## src/rtl/core/sbus_frame_decoder_core_macros.svh

```systemverilog
// ----------------------------------------------------------------------------
// sbus_frame_decoder_core_macros.svh
// Assertion helpers used by the channel unpacker of the frame decoder.
// ----------------------------------------------------------------------------
`ifndef SBUS_FRAME_DECODER_CORE_MACROS_SVH
`define SBUS_FRAME_DECODER_CORE_MACROS_SVH

// Same-cycle implication, checked at every rising edge outside reset.
`define SFD_ASSERT_NOW(label, ante, cons) \
    label: assert property (@(posedge i_clk) disable iff (!i_rst_n) \
        (ante) |-> (cons)) else $error("sfd assertion failed");

// Next-cycle implication, checked at every rising edge outside reset.
`define SFD_ASSERT_NEXT(label, ante, cons) \
    label: assert property (@(posedge i_clk) disable iff (!i_rst_n) \
        (ante) |=> (cons)) else $error("sfd assertion failed");

`endif

```

## src/rtl/core/sfd_pkg.sv

```systemverilog
// ----------------------------------------------------------------------------
// sfd_pkg
// Types and constants of the serial frame decoder.
// ----------------------------------------------------------------------------
`timescale 1ns / 1ps

package sfd_pkg;

    localparam int PAYLOAD_BYTES = 23;
    localparam int DATA_BYTES    = PAYLOAD_BYTES - 1;
    localparam int CHANNELS      = 16;
    localparam int CH_BITS       = 11;
    localparam int DATA_BITS     = DATA_BYTES * 8;
    localparam int CNT_W         = 5;
    localparam int CH_IDX_W      = 4;

    localparam logic [CNT_W-1:0]    FLAGS_IDX = CNT_W'(DATA_BYTES);
    localparam logic [CH_IDX_W-1:0] LAST_CH   = CH_IDX_W'(CHANNELS - 1);

    // Configuration register indexes.
    localparam logic [1:0] REG_HEADER    = 2'd0;
    localparam logic [1:0] REG_FOOTER    = 2'd1;
    localparam logic [1:0] REG_LOST_MASK = 2'd2;
    localparam logic [1:0] REG_FAIL_MASK = 2'd3;

    // Reset values of the configuration registers.
    localparam logic [7:0] RST_HEADER    = 8'h0F;
    localparam logic [7:0] RST_FOOTER    = 8'h00;
    localparam logic [7:0] RST_LOST_MASK = 8'h04;
    localparam logic [7:0] RST_FAIL_MASK = 8'h08;

    typedef enum logic [2:0] {
        PH_HUNT    = 3'b001,
        PH_COLLECT = 3'b010,
        PH_FOOTER  = 3'b100
    } t_phase;

    // Per-transaction control from the frame tracker to the unpacker.
    typedef struct packed {
        logic       shift_en;
        logic       frame_done;
        logic       link_lost;
        logic       failsafe;
        logic [7:0] data_byte;
    } t_frame_ctl;

endpackage

```

## src/rtl/core/sfd_frame_tracker.sv

```systemverilog
// ----------------------------------------------------------------------------
// sfd_frame_tracker
// Header/footer hunt and payload byte counting for each received byte.
// ----------------------------------------------------------------------------
`timescale 1ns / 1ps

module sfd_frame_tracker
    import sfd_pkg::*;
(
    input  logic       i_clk,
    input  logic       i_rst_n,
    input  logic       i_accept,
    input  logic [7:0] i_byte,
    input  logic [7:0] i_header,
    input  logic [7:0] i_footer,
    input  logic [7:0] i_lost_mask,
    input  logic [7:0] i_fail_mask,
    output t_frame_ctl o_ctl
);

    t_phase           r_phase, n_phase;
    logic [CNT_W-1:0] r_count, n_count;
    logic [7:0]       r_prev;
    logic             collecting;

    assign collecting = (r_phase == PH_COLLECT);

    always_comb begin
        o_ctl.shift_en   = i_accept && collecting && (r_count < FLAGS_IDX);
        o_ctl.frame_done = i_accept && collecting && (r_count == FLAGS_IDX);
        o_ctl.link_lost  = |(i_byte & i_lost_mask);
        o_ctl.failsafe   = |(i_byte & i_fail_mask);
        o_ctl.data_byte  = i_byte;
    end

    always_comb begin
        n_phase = r_phase;
        n_count = r_count;
        unique case (r_phase)
            PH_COLLECT: begin
                n_count = r_count + CNT_W'(1);
                if (r_count == FLAGS_IDX) begin
                    n_phase = PH_FOOTER;
                end
            end
            PH_FOOTER: begin
                if (i_byte == i_footer) begin
                    n_phase = PH_HUNT;
                    n_count = '0;
                end
            end
            default: begin
                if (i_byte == i_header && r_prev == i_footer) begin
                    n_phase = PH_COLLECT;
                    n_count = '0;
                end else begin
                    n_phase = PH_HUNT;
                end
            end
        endcase
    end

    always_ff @(posedge i_clk) begin
        if (!i_rst_n) begin
            r_phase <= PH_HUNT;
            r_count <= '0;
            r_prev  <= RST_FOOTER;
        end else if (i_accept) begin
            r_phase <= n_phase;
            r_count <= n_count;
            r_prev  <= i_byte;
        end
    end

endmodule

```

## src/rtl/core/sfd_channel_unpacker.sv

```systemverilog
// ----------------------------------------------------------------------------
// sfd_channel_unpacker
// Byte-serial payload shift line that drains one 11-bit channel per cycle while i_ch_ready is high.
// ----------------------------------------------------------------------------
`timescale 1ns / 1ps
`include "sbus_frame_decoder_core_macros.svh"

module sfd_channel_unpacker
    import sfd_pkg::*;
(
    input  logic                i_clk,
    input  logic                i_rst_n,
    input  t_frame_ctl          i_ctl,
    output logic                o_busy,
    output logic                o_ch_valid,
    input  logic                i_ch_ready,
    output logic [CH_IDX_W-1:0] o_channel_index,
    output logic [CH_BITS-1:0]  o_channel_value,
    output logic                o_link_lost,
    output logic                o_failsafe,
    output logic                o_last_channel
);

    logic [DATA_BITS-1:0] r_bits;
    logic [CH_IDX_W-1:0]  r_cnt;
    logic                 r_busy;
    logic                 r_lost;
    logic                 r_fail;
    logic                 out_take;

    assign out_take = r_busy && i_ch_ready;

    // Bytes enter at the top, so byte 0 ends up in the low bits; channels
    // then leave from the low end, eleven bits at a time.
    always_ff @(posedge i_clk) begin
        if (i_ctl.shift_en) begin
            r_bits <= {i_ctl.data_byte, r_bits[DATA_BITS-1:8]};
        end else if (out_take) begin
            r_bits <= {CH_BITS'(0), r_bits[DATA_BITS-1:CH_BITS]};
        end
        if (i_ctl.frame_done) begin
            r_lost <= i_ctl.link_lost;
            r_fail <= i_ctl.failsafe;
        end
    end

    always_ff @(posedge i_clk) begin
        if (!i_rst_n) begin
            r_busy <= 1'b0;
            r_cnt  <= '0;
        end else if (i_ctl.frame_done) begin
            r_busy <= 1'b1;
            r_cnt  <= '0;
        end else if (out_take) begin
            r_cnt <= r_cnt + CH_IDX_W'(1);
            if (r_cnt == LAST_CH) begin
                r_busy <= 1'b0;
            end
        end
    end

    assign o_busy          = r_busy;
    assign o_ch_valid      = r_busy;
    assign o_channel_index = r_cnt;
    assign o_channel_value = r_bits[CH_BITS-1:0];
    assign o_link_lost     = r_lost;
    assign o_failsafe      = r_fail;
    assign o_last_channel  = (r_cnt == LAST_CH);

    `SFD_ASSERT_NOW(a_no_load_while_busy, r_busy, !i_ctl.shift_en && !i_ctl.frame_done)
    `SFD_ASSERT_NEXT(a_last_ends_frame, out_take && o_last_channel, !r_busy)
    `SFD_ASSERT_NOW(a_frame_starts_at_zero, $rose(r_busy), r_cnt == '0)

endmodule

```

## src/rtl/core/sbus_frame_decoder_core.sv

```systemverilog
// The result for channel 0 is valid the cycle after the last payload (flags) byte is taken.
// The input takes one byte per cycle while idle; after a frame's flags byte it stalls
// while the 16 channel results drain, one per cycle while i_ch_ready is high.
// Reset (synchronous, active low) clears the frame state and restores register defaults.
// ----------------------------------------------------------------------------
// sbus_frame_decoder_core
// Byte-serial frame decoder that unpacks sixteen 11-bit channels per frame.
// ----------------------------------------------------------------------------
`timescale 1ns / 1ps

module sbus_frame_decoder_core
    import sfd_pkg::*;
(
    input  logic                i_clk,
    input  logic                i_rst_n,
    // Configuration write port.
    input  logic                i_cfg_wr_en,
    input  logic [1:0]          i_cfg_addr,
    input  logic [7:0]          i_cfg_wdata,
    // Received byte channel.
    input  logic                i_rx_valid,
    output logic                o_rx_ready,
    input  logic [7:0]          i_rx_byte,
    // Channel result channel.
    output logic                o_ch_valid,
    input  logic                i_ch_ready,
    output logic [CH_IDX_W-1:0] o_channel_index,
    output logic [CH_BITS-1:0]  o_channel_value,
    output logic                o_link_lost,
    output logic                o_failsafe,
    output logic                o_last_channel
);

    // Configuration registers. They are only to be written while the decoder is idle,
    // so no shadowing is needed; the user is bound by this, the block does not enforce it.
    logic [7:0] r_header;
    logic [7:0] r_footer;
    logic [7:0] r_lost_mask;
    logic [7:0] r_fail_mask;

    always_ff @(posedge i_clk) begin
        if (!i_rst_n) begin
            r_header    <= RST_HEADER;
            r_footer    <= RST_FOOTER;
            r_lost_mask <= RST_LOST_MASK;
            r_fail_mask <= RST_FAIL_MASK;
        end else if (i_cfg_wr_en) begin
            unique case (i_cfg_addr)
                REG_HEADER:    r_header    <= i_cfg_wdata;
                REG_FOOTER:    r_footer    <= i_cfg_wdata;
                REG_LOST_MASK: r_lost_mask <= i_cfg_wdata;
                REG_FAIL_MASK: r_fail_mask <= i_cfg_wdata;
                default: begin
                end
            endcase
        end
    end

    // A byte transaction is taken whenever the unpacker is not draining a
    // frame. Every taken byte updates the tracker; data bytes are shifted
    // into the unpacker and the flags byte starts the channel drain.
    logic       busy;
    logic       rx_accept;
    t_frame_ctl frame_ctl;

    assign o_rx_ready = !busy;
    assign rx_accept  = i_rx_valid && !busy;

    sfd_frame_tracker u_tracker (
        .i_clk       (i_clk),
        .i_rst_n     (i_rst_n),
        .i_accept    (rx_accept),
        .i_byte      (i_rx_byte),
        .i_header    (r_header),
        .i_footer    (r_footer),
        .i_lost_mask (r_lost_mask),
        .i_fail_mask (r_fail_mask),
        .o_ctl       (frame_ctl)
    );

    // The unpacker holds each channel result in registers until its
    // transaction completes, then shifts the next eleven bits down.
    sfd_channel_unpacker u_unpacker (
        .i_clk           (i_clk),
        .i_rst_n         (i_rst_n),
        .i_ctl           (frame_ctl),
        .o_busy          (busy),
        .o_ch_valid      (o_ch_valid),
        .i_ch_ready      (i_ch_ready),
        .o_channel_index (o_channel_index),
        .o_channel_value (o_channel_value),
        .o_link_lost     (o_link_lost),
        .o_failsafe      (o_failsafe),
        .o_last_channel  (o_last_channel)
    );

endmodule
```

## config.mk

```make
export PLATFORM = sky130hd
export DESIGN_NAME = sbus_frame_decoder_core
export DESIGN_NICKNAME = d
export VERILOG_FILES = /design/src/rtl/core/sfd_pkg.sv /design/src/rtl/core/sfd_frame_tracker.sv /design/src/rtl/core/sfd_channel_unpacker.sv /design/src/rtl/core/sbus_frame_decoder_core.sv
export VERILOG_INCLUDE_DIRS = /design/src /design/src/rtl/core
export SDC_FILE = /design/constraint.sdc
export NUM_CORES = 1
export LEC_CHECK = 0
export BUFFER_PORTS_ARGS = -buffer_cell sky130_fd_sc_hd__buf_2
export CAP_MARGIN = 20
export CORE_MARGIN = 5
export CORE_UTILIZATION = 60
export CTS_BUF_LIST = sky130_fd_sc_hd__clkbuf_4 sky130_fd_sc_hd__clkbuf_8
export DETAILED_ROUTE_END_ITERATION = 12
export GPL_ROUTABILITY_DRIVEN = 0
export PLACE_DENSITY_LB_ADDON = 0.05
export SLEW_MARGIN = 30
export SYNTH_ARGS = -nofsm -noshare
export SYNTH_HDL_FRONTEND = slang
export SYNTH_SLANG_ARGS = --single-unit
```

## constraint.sdc

```tcl
create_clock -name i_clk -period 13.2 [get_ports i_clk]
set_input_delay 1.32 -clock i_clk [delete_from_list [all_inputs] [get_ports i_clk]]
set_output_delay 1.32 -clock i_clk [all_outputs]
set_load 0.01 [all_outputs]
```

=== After elaboration in Yosys (flattened, before gate mapping) ===
Index checks and enable logic that the tools add are counted.

* Output and inout port bits: 20
* Input port bits: 23
* Flip-flop bits (word level): 231
* Logic and storage cells: 64

* Equality and inequality tests: 12
* $lt $le $gt $ge: 1
* Bitwise gates (word level): 3
* Reduce and logical (&&, ||, !) cells: 22
* $add $sub $neg: 2
* Multiplexer cells: 12

{| class="wikitable"
|+ Operator list
! kind !! count
|-
| 2-to-1 mux 176 bit || 2
|-
| equality test 8 bit || 3
|-
| AND 8 bit || 2
|-
| OR reduction 8 bit || 2
|-
| 2-to-1 mux 5 bit || 2
|-
| case mux 5 bit (2 select lines) || 1
|-
| AND reduction 2 bit || 5
|-
| logical AND 1 bit || 6
|-
| 2-to-1 mux 3 bit || 2
|-
| case mux 3 bit (2 select lines) || 1
|-
| AND reduction 3 bit || 2
|-
| nonzero test 2 bit || 3
|-
| adder 5 x 1 -> 5 bit, second input constant || 1
|-
| equality test 5 bit, second input constant || 1
|-
| less-than comparator 5 bit, second input constant || 1
|-
| adder 4 x 1 -> 4 bit, second input constant || 1
|-
| equality test 2 bit, second input constant || 2
|-
| equality test 4 bit, second input constant || 1
|-
| equality test 3 x 2 -> 1 bit, second input constant || 1
|-
| equality test 3 bit, second input constant || 1
|-
| 2-to-1 mux 1 bit || 3
|-
| nonzero test 3 bit || 1
|-
| equality test 2 x 1 -> 1 bit, second input constant || 1
|-
| zero test 2 bit || 1
|-
| 6 further kinds || 6
|}

=== Longest topological paths before layout ===
* Word-level depth: 6
* Depth in mapped cells: 7
* Depth with buffers taken out: 7

=== Hierarchy ===
From an unflattened synthesis, not the netlist that was laid out.

* Cell total of the unflattened synthesis: 664
* Area, all modules: 10557.6 µm²

{| class="wikitable"
|+ Modules (own cells, without submodules)
! module !! area an instance (µm²) !! sequential area each (µm²) !! times used !! cells an instance
|-
| sfd_channel_unpacker || 8150.3 || 5445.2 || 1 || 411
|-
| sbus_frame_decoder_core || 1247.4 || 640.6 || 1 || 123
|-
| sfd_frame_tracker || 1159.9 || 320.3 || 1 || 130
|}

=== Worst setup path after synthesis ===
No wires, ideal clock.

* Path kind: in2reg
* Start: input port i_rx_valid
* End: register u_unpacker.r_bits[0] (enable)
* Data arrival time: 6450 ps
* Buffers on the path: 3
* Cell stages on the path: 7
* Setup time: 567 ps
* Slack: 6183 ps
* Data required time: 12633 ps
* Path through: nor2b_1 > buf_2 > nand2_2 > a21oi_4 > buf_4 > buf_6 > nand2b_1

* Word-level cells in the longest chain between the ends: 4

{| class="wikitable"
|+ Ends and longest elaborated chain
! item !! line !! RTL
|-
| from (decl) || sbus_frame_decoder_core.sv:21 || <nowiki>input logic i_rx_valid,</nowiki>
|-
| logical AND 1 bit || sbus_frame_decoder_core.sv:67 || <nowiki>assign rx_accept = i_rx_valid && !busy;</nowiki>
|-
| logical AND 1 bit (2 in a row) || sfd_frame_tracker.sv:29 || <nowiki>o_ctl.shift_en = i_accept && collecting && (r_count < FLAGS_IDX);</nowiki>
|-
| nonzero test 2 bit (no source line) || -- ||
|-
| to (signal assigned) || sfd_channel_unpacker.sv:37 || <nowiki>r_bits <= {i_ctl.data_byte, r_bits[DATA_BITS-1:8]};</nowiki>
|-
| to (signal assigned) || sfd_channel_unpacker.sv:39 || <nowiki>r_bits <= {CH_BITS'(0), r_bits[DATA_BITS-1:CH_BITS]};</nowiki>
|-
| to (decl) || sfd_channel_unpacker.sv:24 || <nowiki>logic [DATA_BITS-1:0] r_bits;</nowiki>
|}

Every way passes these cells.
A chain may end at the register's enable or synchronous reset.

=== Final worst setup path ===
* Start: input port i_rx_valid
* End: register u_unpacker.r_bits[155] (enable)

The elaborated chain is that of the path after synthesis.

==> metrics.md <==
| Metric | Value |
|---|---|
| TritonCTS buffer count | 38 |
| Clk Latency, worst-skew pair | 0.52 ns |
| Final WL | 16910 um |
| Post-route clock period utilization | 38.73% |
| Nets | 742 |
| Slew Viols, Final | 0 |
| Status | finished clean |
| Max transition margin | 37.65% |
| Synth-to-Final Area Change | 9.276% |
| Seq cells post-synth | 231 |
| I/O pin cnt | 43 |
| Reg2reg start | u_unpacker.o_busy |
| Post-synth top cells | 178 x edfxtp_1, 165 x mux2_2, 66 x nand2_1 |
| Layout cell share with drive strength beyond 1 | 37.33% |
| Worst-path clk slew | 0.06 ns |
| Post-synthesis cell count | 671 |
| Post-CTS setup buffers | 0 |
| Overflow left after global routing | 0 |
| Yosys Warn Count | 0 |
| Top cells by area, synth | edfxtp_1 53%, mux2_2 18%, dfxtp_1 11% |
| Drt first pass iters | 4 |
| Number of synthesized flops with an enable pin | 178 |
| Placed cells | 896 |
| Worst Hold Class | flip-flop to flip-flop |
| Number of remaining DRC errors | 0 |
| Post-DP HPWL | 10650 um |
| Worst path required time | 13.33 ns |
| Max Clock Skew | 0.01381 ns |
| Vert. Die Dim | 139.4 um |
| Synth area leader | edfxtp_1 |
| Routed WL per cell | 17.57 um |
| Vias | 5299 |
| Mean Syn Cell Area | 14.98 um^2 |
| Fillcell total | 1174 |
| Clk sinks | 231 |
| First-pass GRT wire length | 27280 um |
| Site row count | 47 |
| First DRT Iteration DRCs | 252 |
| Async SR Flop Fraction | 0% |
| Syn Nets | 697 |
| Critical Path Start Type | input pin |
| Top-count cell post-synth | edfxtp_1 |
| Pin count of the biggest net entering global routing | 95 |
| Count of cell types in the netlist | 39 |
| Hold Slack | 0.4715 ns |
| RSZ-0062 raised after global routing | no |
| FF+latch area | 6406 um^2 |
| Initial Util | 60.81% |
| Start point of the critical path | i_rx_valid |
| N_diodes | 0 |
| Number of max-cap violations | 0 |
| Input/output buffers | 42 |
| Synth top area share | 53.19% |
| P_leak | 3.805 nW |
| Ys flop type | edfxtp_1 |
| Full die area | 19440 um^2 |
| Post-route insts no fill | 962 |
| GR Util All Layers | 17.16% |
| TritonCTS clock tree | done |
| VDD IR-drop max | 0.07238 mV |
| Final hold violations | 0 |
| Post-layout util | 66.45% |
| Post_cts resized | 0 |
| Sequential area share after synthesis | 63.75% |
| Vias per std cell | 5.508 |
| Die Wd | 139.4 um |
| Core area | 16520 um^2 |
| Final setup viols | 0 |
| Root Buffer | clkbuf_8 |
| Fin crit period | 5.112 ns |
| Post-Syn Area | 10050 um^2 |
| Number of global-route vias before repair | 5509 |
| Critical Path AT | 5.24 ns |
| Worst-Margin Slew | 0.9353 ns |
| Fmax | 195.6 MHz |
| HP Start | r_lost_mask[6] |
| P per Cell Area | 126.6 nW/um^2 |
| Crit path max fanout | 94 |
| CTS HTree Levels | 2 |
| WS Path Type | input pin to flip-flop |
| Area of the multi-input gates | 3331 um^2 |
| Post-route ant nets | 0 |
| Crit. End Element | flip-flop |
| Final total power | 1.390 mW |
| Bufs on Longest Clock Path | 3 |
| Setup TNS | 0 ns |
| Initial antenna violation count | 0 |
| Cts-stage hold buffer count | 0 |
## metal layers
layer,global-route usage (%),up-vias,wire (um)
li1,-,2571,-
met1,21.16,2572,7180
met2,29.16,116,8577
met3,3.568,40,621
met4,7.878,0,527
met5,0,-,0
## cell usage in the layout (no fill, tap or decap), types with 2 or more instances in the layout
master and count:
a21boi_0 25, a21o_1 2, a21oi_1 3, a22oi_1 8, a31oi_1 2, and2_1 12
and3_1 3, buf_2 42, buf_4 3, buf_6 2, clkbuf_4 16, clkbuf_8 38
clkinv_1 8, clkinvlp_4 2, dfxtp_1 53, edfxtp_1 178, ha_1 3, inv_1 3
mux2_2 165, mux2i_1 17, nand2_1 66, nand3_1 8, nand3b_1 2, nand4_1 3
nor2_1 9, nor2b_1 15, nor3b_1 2, nor4_1 7, o21a_1 2, o21ai_0 5
or2_2 2, xor2_1 26
## per-stage QoR
step	instance area [um^2]	worst slack (ns)
final	10980	8.088
after global routing	10980	7.773
after CTS	10980	8.078
after detailed placement	10270	7.487
after global placement	10270	7.412
after floorplan	10050	6.183
## flip-flops by register name (all words and copies together), names as in the netlist
| name | flops |
|---|---|
| r_fail_mask | 8 |
| r_footer | 8 |
| r_header | 8 |
| r_lost_mask | 8 |
| u_tracker.r_count | 5 |
| u_tracker.r_phase | 3 |
| u_tracker.r_prev | 8 |
| u_unpacker.o_busy | 1 |
| u_unpacker.o_channel_index | 4 |
| u_unpacker.o_failsafe | 1 |
| u_unpacker.o_link_lost | 1 |
| u_unpacker.r_bits | 176 |
## logic make-up (layout without fill, tap and decap cells)
logic type               Yosys count  count (layout)  synth area share (%)
buffers and inverters             45             116                 3.175
flip-flops                       231             231                 63.75
AO/OA/AOI/OAI                     50              50                 3.648
XOR/XNOR                          27              27                 2.353
multiplexers                     182             182                 20.18
adder cells (fa/ha/maj)            3               3                0.3736
AND/OR/NAND/NOR                  133             133                 6.512
## final cells by class
type                       count  area share [%]
sequential                   231           58.34
inverter                       3          0.1026
tap                          220           2.507
multi-input combinational    395           30.33
clock buffer                  54           5.857
timing repair buffer          47           2.325
clock inverter                12          0.5356
## worst max-delay path, cell delays in order
cell and delay [ns]:
buf_2 0.09, nor2b_1 0.58, nand2_2 0.21, a21oi_4 0.17
buf_6 0.60, nand2b_4 0.61, buf_4 0.71, buf_4 0.84
## final timing paths
check                                 to  slack [ns]  cells past startpoint
setup / recovery  u_unpacker.r_bits[155]        8.09                      8
hold / removal            r_lost_mask[6]        0.47                      2
setup reg to reg  u_unpacker.r_bits[155]        8.62                      7
hold reg to reg           r_lost_mask[6]        0.47                      2
## power by group
| part | internal [mW] | switching, mW | leakage (nW) | total, mW |
|---|---|---|---|---|
| combinational | 0.0120 | 0.0179 | 1.39 | 0.0299 |
| sequential | 0.777 | 0.00361 | 2.04 | 0.781 |
| clock | 0.314 | 0.266 | 0.368 | 0.580 |
Power figures use the tool's default switching activity.
